## src/rtl/dsq_pkg.sv

```systemverilog
`default_nettype none

package dsq_pkg;

  // Field and register widths
  localparam int unsigned BYTE_W        = 8;
  localparam int unsigned CFG_W         = 64;
  localparam int unsigned CFG_IDX_W     = 3;
  localparam int unsigned COUNT_W       = 4;
  localparam int unsigned ROW_W         = 3;
  localparam int unsigned COL_W         = 3;
  localparam int unsigned POS_ROW_W     = 6;
  localparam int unsigned CELLS_PER_REG = CFG_W / BYTE_W;
  localparam int unsigned GRID_LIMIT    = 8;
  localparam int unsigned MAX_CELLS_DEF = 32;

  localparam logic [COUNT_W-1:0] COUNT_RESET = COUNT_W'(5);

  // Configuration register indexes
  localparam logic [CFG_IDX_W-1:0] REG_CELLS_A  = 3'd0;
  localparam logic [CFG_IDX_W-1:0] REG_CELLS_B  = 3'd1;
  localparam logic [CFG_IDX_W-1:0] REG_CELLS_C  = 3'd2;
  localparam logic [CFG_IDX_W-1:0] REG_CELLS_D  = 3'd3;
  localparam logic [CFG_IDX_W-1:0] REG_ROW_CNT  = 3'd4;
  localparam logic [CFG_IDX_W-1:0] REG_COL_CNT  = 3'd5;

  typedef struct packed {
    logic [BYTE_W-1:0] first_symbol;
    logic [BYTE_W-1:0] second_symbol;
  } dsq_in_t;

  typedef struct packed {
    logic [BYTE_W-1:0] first_cipher;
    logic [BYTE_W-1:0] second_cipher;
    logic              symbol_missing;
  } dsq_out_t;

  // Effective square geometry, both counts in 1..8
  typedef struct packed {
    logic [COUNT_W-1:0] rows;
    logic [COUNT_W-1:0] cols;
  } geom_t;

  // Locate lane: a request travelling the chain, collecting match positions
  typedef struct packed {
    logic                 valid;
    logic [BYTE_W-1:0]    first_symbol;
    logic [BYTE_W-1:0]    second_symbol;
    logic [POS_ROW_W-1:0] pos_r;
    logic [COL_W-1:0]     pos_c;
    logic [ROW_W-1:0]     a_r;
    logic [COL_W-1:0]     a_c;
    logic [ROW_W-1:0]     b_r;
    logic [COL_W-1:0]     b_c;
    logic                 a_found;
    logic                 b_found;
  } loc_lane_t;

  // Pick lane: a request travelling the chain, collecting target bytes
  typedef struct packed {
    logic                 valid;
    logic [POS_ROW_W-1:0] pos_r;
    logic [COL_W-1:0]     pos_c;
    logic [ROW_W-1:0]     t1_r;
    logic [COL_W-1:0]     t1_c;
    logic [ROW_W-1:0]     t2_r;
    logic [COL_W-1:0]     t2_c;
    dsq_out_t             res;
  } pick_lane_t;

endpackage

`default_nettype wire

```

## src/rtl/dsq_cell.sv

```systemverilog
`default_nettype none

module dsq_cell import dsq_pkg::*; (
  input  wire logic              clk_i,
  input  wire logic              rst_ni,
  input  wire logic              en_i,
  input  wire geom_t             geom_i,
  input  wire logic              wr_en_i,
  input  wire logic [BYTE_W-1:0] wr_byte_i,
  input  wire loc_lane_t         loc_i,
  output loc_lane_t              loc_o,
  input  wire pick_lane_t        pick_i,
  output pick_lane_t             pick_o
);

  logic [BYTE_W-1:0] byte_q;
  loc_lane_t         loc_q, loc_d;
  pick_lane_t        pick_q, pick_d;

  logic                 loc_wrap, pick_wrap, in_use;
  logic [POS_ROW_W-1:0] loc_r_next, pick_r_next;
  logic [COL_W-1:0]     loc_c_next, pick_c_next;

  // Advance the row-major position by one cell
  always_comb begin
    loc_wrap    = ({1'b0, loc_i.pos_c} + COUNT_W'(1)) == geom_i.cols;
    loc_c_next  = loc_wrap ? '0 : loc_i.pos_c + COL_W'(1);
    loc_r_next  = loc_wrap ? loc_i.pos_r + POS_ROW_W'(1) : loc_i.pos_r;
    pick_wrap   = ({1'b0, pick_i.pos_c} + COUNT_W'(1)) == geom_i.cols;
    pick_c_next = pick_wrap ? '0 : pick_i.pos_c + COL_W'(1);
    pick_r_next = pick_wrap ? pick_i.pos_r + POS_ROW_W'(1) : pick_i.pos_r;
  end

  // Locate: a later match overrides an earlier one
  always_comb begin
    in_use      = loc_i.pos_r < {2'b0, geom_i.rows};
    loc_d       = loc_i;
    loc_d.pos_r = loc_r_next;
    loc_d.pos_c = loc_c_next;
    if (in_use && (byte_q == loc_i.first_symbol)) begin
      loc_d.a_r     = loc_i.pos_r[ROW_W-1:0];
      loc_d.a_c     = loc_i.pos_c;
      loc_d.a_found = 1'b1;
    end
    if (in_use && (byte_q == loc_i.second_symbol)) begin
      loc_d.b_r     = loc_i.pos_r[ROW_W-1:0];
      loc_d.b_c     = loc_i.pos_c;
      loc_d.b_found = 1'b1;
    end
  end

  // Pick: drop this cell's byte into whichever target sits here
  always_comb begin
    pick_d       = pick_i;
    pick_d.pos_r = pick_r_next;
    pick_d.pos_c = pick_c_next;
    if ((pick_i.pos_r == {3'b0, pick_i.t1_r}) && (pick_i.pos_c == pick_i.t1_c)) begin
      pick_d.res.first_cipher = byte_q;
    end
    if ((pick_i.pos_r == {3'b0, pick_i.t2_r}) && (pick_i.pos_c == pick_i.t2_c)) begin
      pick_d.res.second_cipher = byte_q;
    end
  end

  always_ff @(posedge clk_i or negedge rst_ni) begin
    if (!rst_ni) begin
      byte_q <= '0;
    end else if (wr_en_i) begin
      byte_q <= wr_byte_i;
    end
  end

  always_ff @(posedge clk_i or negedge rst_ni) begin
    if (!rst_ni) begin
      loc_q  <= '0;
      pick_q <= '0;
    end else if (en_i) begin
      loc_q  <= loc_d;
      pick_q <= pick_d;
    end
  end

  assign loc_o  = loc_q;
  assign pick_o = pick_q;

endmodule

`default_nettype wire

```

## src/rtl/dsq_resolve.sv

```systemverilog
`default_nettype none

module dsq_resolve import dsq_pkg::*; (
  input  wire logic      clk_i,
  input  wire logic      rst_ni,
  input  wire logic      en_i,
  input  wire geom_t     geom_i,
  input  wire loc_lane_t loc_i,
  output pick_lane_t     pick_o
);

  pick_lane_t       pick_q, pick_d;
  logic [COL_W-1:0] ac_next, bc_next;
  logic [ROW_W-1:0] ar_next, br_next;

  always_comb begin
    ac_next = (({1'b0, loc_i.a_c} + COUNT_W'(1)) == geom_i.cols) ? '0 : loc_i.a_c + COL_W'(1);
    bc_next = (({1'b0, loc_i.b_c} + COUNT_W'(1)) == geom_i.cols) ? '0 : loc_i.b_c + COL_W'(1);
    ar_next = (({1'b0, loc_i.a_r} + COUNT_W'(1)) == geom_i.rows) ? '0 : loc_i.a_r + ROW_W'(1);
    br_next = (({1'b0, loc_i.b_r} + COUNT_W'(1)) == geom_i.rows) ? '0 : loc_i.b_r + ROW_W'(1);

    pick_d                    = '0;
    pick_d.valid              = loc_i.valid;
    pick_d.res.symbol_missing = !(loc_i.a_found && loc_i.b_found);
    if (loc_i.a_r == loc_i.b_r) begin
      // Same row, identical pair included: step right
      pick_d.t1_r = loc_i.a_r;
      pick_d.t1_c = ac_next;
      pick_d.t2_r = loc_i.b_r;
      pick_d.t2_c = bc_next;
    end else if (loc_i.a_c == loc_i.b_c) begin
      // Same column: step down
      pick_d.t1_r = ar_next;
      pick_d.t1_c = loc_i.a_c;
      pick_d.t2_r = br_next;
      pick_d.t2_c = loc_i.b_c;
    end else begin
      // Rectangle: swap columns
      pick_d.t1_r = loc_i.a_r;
      pick_d.t1_c = loc_i.b_c;
      pick_d.t2_r = loc_i.b_r;
      pick_d.t2_c = loc_i.a_c;
    end
  end

  always_ff @(posedge clk_i or negedge rst_ni) begin
    if (!rst_ni) begin
      pick_q <= '0;
    end else if (en_i) begin
      pick_q <= pick_d;
    end
  end

  assign pick_o = pick_q;

endmodule

`default_nettype wire

```

## src/rtl/digraph_square_substitution_top.sv

```systemverilog
// Throughput: one request per cycle while the skid stage is empty; both lanes of the
// cell chain advance together, and the whole chain stops while the skid stage is full.
// A request walks every cell twice, once to locate its symbols and once to pick the
// cipher bytes.
// Reset: asynchronous, active low; clears the pipeline, the key square to zero and both
// counts to 5. No clearing pass; the block accepts requests straight after reset.
`default_nettype none

module digraph_square_substitution_top import dsq_pkg::*; #(
  parameter int unsigned MAX_CELLS = MAX_CELLS_DEF
) (
  input  wire logic                 clk_i,
  input  wire logic                 rst_ni,
  // Request channel
  input  wire logic                 in_valid_i,
  output logic                      in_stall_o,
  input  wire dsq_in_t              in_data_i,
  // Result channel
  output logic                      out_valid_o,
  input  wire logic                 out_stall_i,
  output dsq_out_t                  out_data_o,
  // Configuration write port
  input  wire logic                 cfg_we_i,
  input  wire logic [CFG_IDX_W-1:0] cfg_idx_i,
  input  wire logic [CFG_W-1:0]     cfg_wdata_i
);

  // Geometry registers; the key bytes live inside the cells
  logic [COUNT_W-1:0] row_count_q, col_count_q;
  logic [COUNT_W-1:0] rows_cl, cols_cl;
  geom_t              geom;

  // Pipeline control
  logic      en;
  loc_lane_t in_q, in_d;

  // Output register and skid stage
  logic     out_valid_q, out_valid_d;
  logic     skid_valid_q, skid_valid_d;
  dsq_out_t out_q, out_d;
  dsq_out_t skid_q, skid_d;
  logic     take;

  loc_lane_t  loc_chain  [MAX_CELLS+1];
  pick_lane_t pick_chain [MAX_CELLS+1];

  // ---------------------------------------------------------------------------
  // Configuration: counts here, cell bytes decoded per cell below
  // ---------------------------------------------------------------------------
  always_ff @(posedge clk_i or negedge rst_ni) begin
    if (!rst_ni) begin
      row_count_q <= COUNT_RESET;
      col_count_q <= COUNT_RESET;
    end else if (cfg_we_i) begin
      if (cfg_idx_i == REG_ROW_CNT) begin
        row_count_q <= cfg_wdata_i[COUNT_W-1:0];
      end
      if (cfg_idx_i == REG_COL_CNT) begin
        col_count_q <= cfg_wdata_i[COUNT_W-1:0];
      end
    end
  end

  // Clamp both counts to 1..8, limit columns to the cell count, then drop rows
  // until the square fits in the chain.
  always_comb begin
    rows_cl = (row_count_q == '0) ? COUNT_W'(1) :
              (row_count_q > COUNT_W'(GRID_LIMIT)) ? COUNT_W'(GRID_LIMIT) : row_count_q;
    cols_cl = (col_count_q == '0) ? COUNT_W'(1) :
              (col_count_q > COUNT_W'(GRID_LIMIT)) ? COUNT_W'(GRID_LIMIT) : col_count_q;
    geom.cols = ({2'b0, cols_cl} > 6'(MAX_CELLS)) ? COUNT_W'(MAX_CELLS) : cols_cl;
    geom.rows = COUNT_W'(1);
    for (int r = 1; r <= GRID_LIMIT; r++) begin
      if ((COUNT_W'(r) <= rows_cl) &&
          (({4'b0, COUNT_W'(r)} * {4'b0, geom.cols}) <= 8'(MAX_CELLS))) begin
        geom.rows = COUNT_W'(r);
      end
    end
  end

  // ---------------------------------------------------------------------------
  // Flow control: the whole chain advances while the skid stage is empty, so
  // the request side sees a registered stall.
  // ---------------------------------------------------------------------------
  assign en         = !skid_valid_q;
  assign in_stall_o = skid_valid_q;

  always_comb begin
    in_d               = '0;
    in_d.valid         = in_valid_i;
    in_d.first_symbol  = in_data_i.first_symbol;
    in_d.second_symbol = in_data_i.second_symbol;
  end

  always_ff @(posedge clk_i or negedge rst_ni) begin
    if (!rst_ni) begin
      in_q <= '0;
    end else if (en) begin
      in_q <= in_d;
    end
  end

  assign loc_chain[0] = in_q;

  // ---------------------------------------------------------------------------
  // Cell chain: cell k holds key byte k and serves both lanes
  // ---------------------------------------------------------------------------
  for (genvar k = 0; k < MAX_CELLS; k++) begin : g_cell
    localparam int unsigned BANK = k / CELLS_PER_REG;
    localparam int unsigned LANE = k % CELLS_PER_REG;

    logic wr_en;
    assign wr_en = cfg_we_i && (cfg_idx_i == (REG_CELLS_A + CFG_IDX_W'(BANK)));

    dsq_cell u_cell (
      .clk_i     (clk_i),
      .rst_ni    (rst_ni),
      .en_i      (en),
      .geom_i    (geom),
      .wr_en_i   (wr_en),
      .wr_byte_i (cfg_wdata_i[LANE*BYTE_W +: BYTE_W]),
      .loc_i     (loc_chain[k]),
      .loc_o     (loc_chain[k+1]),
      .pick_i    (pick_chain[k]),
      .pick_o    (pick_chain[k+1])
    );
  end

  // Turn match positions into target positions, feeding the pick lane
  dsq_resolve u_resolve (
    .clk_i  (clk_i),
    .rst_ni (rst_ni),
    .en_i   (en),
    .geom_i (geom),
    .loc_i  (loc_chain[MAX_CELLS]),
    .pick_o (pick_chain[0])
  );

  // ---------------------------------------------------------------------------
  // Output register with skid stage: park a result in the skid register when
  // the output is held, and refill the output from it once taken.
  // ---------------------------------------------------------------------------
  assign take = out_valid_q && !out_stall_i;

  always_comb begin
    out_valid_d  = out_valid_q;
    out_d        = out_q;
    skid_valid_d = skid_valid_q;
    skid_d       = skid_q;
    if (take) begin
      out_valid_d  = skid_valid_q;
      out_d        = skid_q;
      skid_valid_d = 1'b0;
    end
    if (en && pick_chain[MAX_CELLS].valid) begin
      if (!out_valid_q || take) begin
        out_valid_d = 1'b1;
        out_d       = pick_chain[MAX_CELLS].res;
      end else begin
        skid_valid_d = 1'b1;
        skid_d       = pick_chain[MAX_CELLS].res;
      end
    end
  end

  always_ff @(posedge clk_i or negedge rst_ni) begin
    if (!rst_ni) begin
      out_valid_q  <= 1'b0;
      skid_valid_q <= 1'b0;
    end else begin
      out_valid_q  <= out_valid_d;
      skid_valid_q <= skid_valid_d;
    end
  end

  always_ff @(posedge clk_i) begin
    out_q  <= out_d;
    skid_q <= skid_d;
  end

  assign out_valid_o = out_valid_q;
  assign out_data_o  = out_q;

  // ---------------------------------------------------------------------------
  // Assertions
  // ---------------------------------------------------------------------------
  a_skid_behind_out : assert property (@(posedge clk_i) disable iff (!rst_ni)
    skid_valid_q |-> out_valid_q)
    else $error("skid stage holds a result while the output register is empty");

  a_skid_fill_on_stall : assert property (@(posedge clk_i) disable iff (!rst_ni)
    $rose(skid_valid_q) |-> $past(out_valid_q && out_stall_i))
    else $error("skid stage filled without a held output");

  a_geom_fits : assert property (@(posedge clk_i) disable iff (!rst_ni)
    (geom.rows != '0) && (geom.cols != '0) &&
    (({4'b0, geom.rows} * {4'b0, geom.cols}) <= 8'(MAX_CELLS)))
    else $error("effective square exceeds the cell chain");

endmodule

`default_nettype wire

```

## config.mk

```make
export PLATFORM = sky130hd
export DESIGN_NAME = digraph_square_substitution_top
export DESIGN_NICKNAME = d
export VERILOG_FILES = /design/src/rtl/dsq_pkg.sv /design/src/rtl/dsq_cell.sv /design/src/rtl/dsq_resolve.sv /design/src/rtl/digraph_square_substitution_top.sv
export SDC_FILE = /design/constraint.sdc
export NUM_CORES = 2
export LEC_CHECK = 0
export BUFFER_PORTS_ARGS = -buffer_cell sky130_fd_sc_hd__clkbuf_2
export CORE_ASPECT_RATIO = 0.7
export CORE_UTILIZATION = 40
export CTS_CLUSTER_DIAMETER = 50
export DETAILED_ROUTE_END_ITERATION = 12
export RECOVER_POWER = 100
export SYNTH_ARGS = -nofsm -noshare
export SYNTH_HDL_FRONTEND = slang
export SYNTH_HIERARCHICAL = 1
export SYNTH_SLANG_ARGS = --single-unit
```

## constraint.sdc

```tcl
create_clock -name clk_i -period 15.2 [get_ports clk_i]
set_clock_uncertainty 0.05 [all_clocks]
set_input_delay 0 -clock clk_i [delete_from_list [all_inputs] [get_ports clk_i]]
set_output_delay 0 -clock clk_i [all_outputs]
set_load 0.01 [all_outputs]
```

==> results_dict.tcl <==
set metrics [dict create \
    status "finished with violations" \
    violations "max-capacitance violations, max-slew violations" \
    place_hpwl_mm 294 \
    cts_setup_buffers 0 \
    place_congestion 0.878 \
    peakVddDrop_uv 152 \
    p_per_area_mw_per_mm2 203 \
    required_ns 15.89 \
    ant_nets 0 \
    crit_path_end_kind "flop" \
    critPathMaxFanout 34 \
    arrival_ns 11.41 \
    max_slew.worst_pin.slew_ns 7.86 \
    finalSetupViolCount 0 \
    h-tree-depth 5 \
    cts.sinks 2813 \
    io_pins 107 \
    post-route-min-period_ns 10.73 \
    syn_inst 12800 \
    cts-root-buf "clkbuf_16" \
    die_x_um 710 \
    grt_pass1_vias 94000 \
    core_area_mm2 0.348 \
    drtPass1Iterations 6 \
    drt_wl_total_mm 418 \
    dieArea_mm2 0.353 \
    power_mw 31.6 \
    hp-class "input port to flop" \
    grt_pass1_wl_mm 631 \
    path_class "flop to flop" \
    avgSynthCellArea_um2 11.0 \
    grt_max_degree 185 \
    routedWlPerCell_um 23.6 \
    place_ws_ns 8.56 \
    fin_tns_setup_ns 0 \
    initial_core_util 0.403 \
    maxCapViolations 60 \
    worst_slack_ns 4.47 \
    final_area_mm2 0.155 \
    grt_usage 0.232 \
    port_buffers 106 \
    num_rows 181 \
    met3_usage 0.0454 \
    clk_path_buf_depth 4 \
    fin_util 0.446 \
    clk_pin_slew_ns 0.07 \
    vias 99300 \
    netlist_area_mm2 0.140 \
    drcViolationCount 0 \
    numCtsBuffers 293 \
    syn2layout_area_growth_pct 10.7 \
    postPlaceCellArea_mm2 0.145 \
    grt-busiest-layer "met1" \
    antenna_found_initial 34 \
    die_y_um 498 \
    nNetsFinal 13100 \
    finalHoldViolCount 0 \
    insertion_delay_ns 0.91 \
    globalRouteMet2Util 0.316 \
    drt-initial-drc-count 10500 \
    grtUsageMet1 0.375 \
    yosys_warnings 6 \
    cts_tree "done" \
    relSlewSlack -4.24 \
    worst_setup_path_start_kind "flop" \
    overflow 0 \
    p_leak_nw 59.9 \
    final_max_slew_viol_count 3861 \
    rsz0062_at_grt "no" \
    viasPerCell 5.61 \
    timing.final.crit_share 0.706 \
    clock.fmax_mhz 93.2 \
    drive_gt1_frac 0.158 \
]
[per-stage QoR]
stage          instances  hold WS (ns)
5_1_grt            17700        0.0805
6_report           17700         0.107
3_3_place_gp       17100       -0.0162
2_1_floorplan      12800        -0.346
3_5_place_dp       17100       0.00220
4_1_cts            17700        0.0614
[what timing repair did]
| action | 4_1_cts | 5_1_grt |
|---|---|---|
| resized for setup | 0 | 0 |
| hold buffers | 109 | 0 |
| endpoints found under the hold margin | 1033 | 0 |
[report_power, final]
| group | switching, mW | total, mW | internal [mW] |
|---|---|---|---|
| logic | 4.92 | 9.52 | 4.60 |
| registers | 4.15 | 14.6 | 10.4 |
| clock network | 3.19 | 7.47 | 4.28 |
[flip-flops by register name, indices dropped and copies added, names as in the netlist, named ones only]
signal and flops:
col_count_q 4, g_cell.u_cell/byte_q 256, g_cell.u_cell/loc_o 1255, g_cell.u_cell/pick_o 1227
in_q 17, out_data_o 17, out_valid_o 1, row_count_q 4
skid_q 17, u_resolve/pick_o 14
[area by class of cell]
cell class,count,area [um2]
Inverter,205,776
Sequential cell,2813,70400
Antenna cell,11,27.5
Clock buffer,416,8610
Multi-Input combinational cell,9146,66100
Tap cell,4666,5840
Timing Repair Buffer,341,2440
Clock inverter,100,1180
Fill cell,32800,193000
[routing by layer]
layer  share of wire  vias to the layer above
met5        0.000031                        -
met4           0.020                        2
met3           0.077                      453
met2            0.40                     3013
met1            0.50                    50500
li1                -                    45400
[worst paths after layout]
path	start	endpoint	slack (ns)	cells after the start
max reg2reg	col_count_q[3]	g_cell[5].u_cell/loc_o[5]	4.47	16
min	cfg_wdata_i[26]	g_cell[19].u_cell/byte_q[2]	0.11	3
min in group asynchronous	rst_ni	g_cell[12].u_cell/loc_o[39]	2.20	4
min reg2reg	g_cell[31].u_cell/loc_o[0]	u_resolve/pick_o[0]	0.40	1
max	col_count_q[3]	g_cell[5].u_cell/loc_o[5]	4.47	16
max in group asynchronous	rst_ni	g_cell[4].u_cell/loc_o[29]	5.73	7
[critical path: stages (launching register included)]
cell and delay, ns:
dfrtp_1 0.81, buf_4 0.47, nor2_1 1.48, inv_1 0.32, fa_1 0.57, nor2b_1 0.20
fa_1 0.46, nor4b_2 0.31, o221ai_2 0.24, a31oi_4 0.18, clkbuf_1 3.15, inv_1 0.16
ha_1 0.39, a2111oi_0 0.58, o21ai_0 0.62, o21ai_0 0.40, a21oi_1 0.10
[placed cells by master, fill, tap and decap left out, types with 236 or more instances in the layout]
| cell type | count |
|---|---|
| nand2_1 | 439 |
| clkbuf_16 | 298 |
| ha_1 | 236 |
| dfrtp_1 | 2775 |
| nor2_1 | 1326 |
| a31oi_1 | 390 |
| o21ai_0 | 466 |
| mux2_2 | 1246 |
| a21oi_1 | 1561 |
| xor2_1 | 840 |
| mux2i_1 | 591 |
| xnor2_1 | 641 |
No activity file was read; power rests on OpenSTA's default activity.
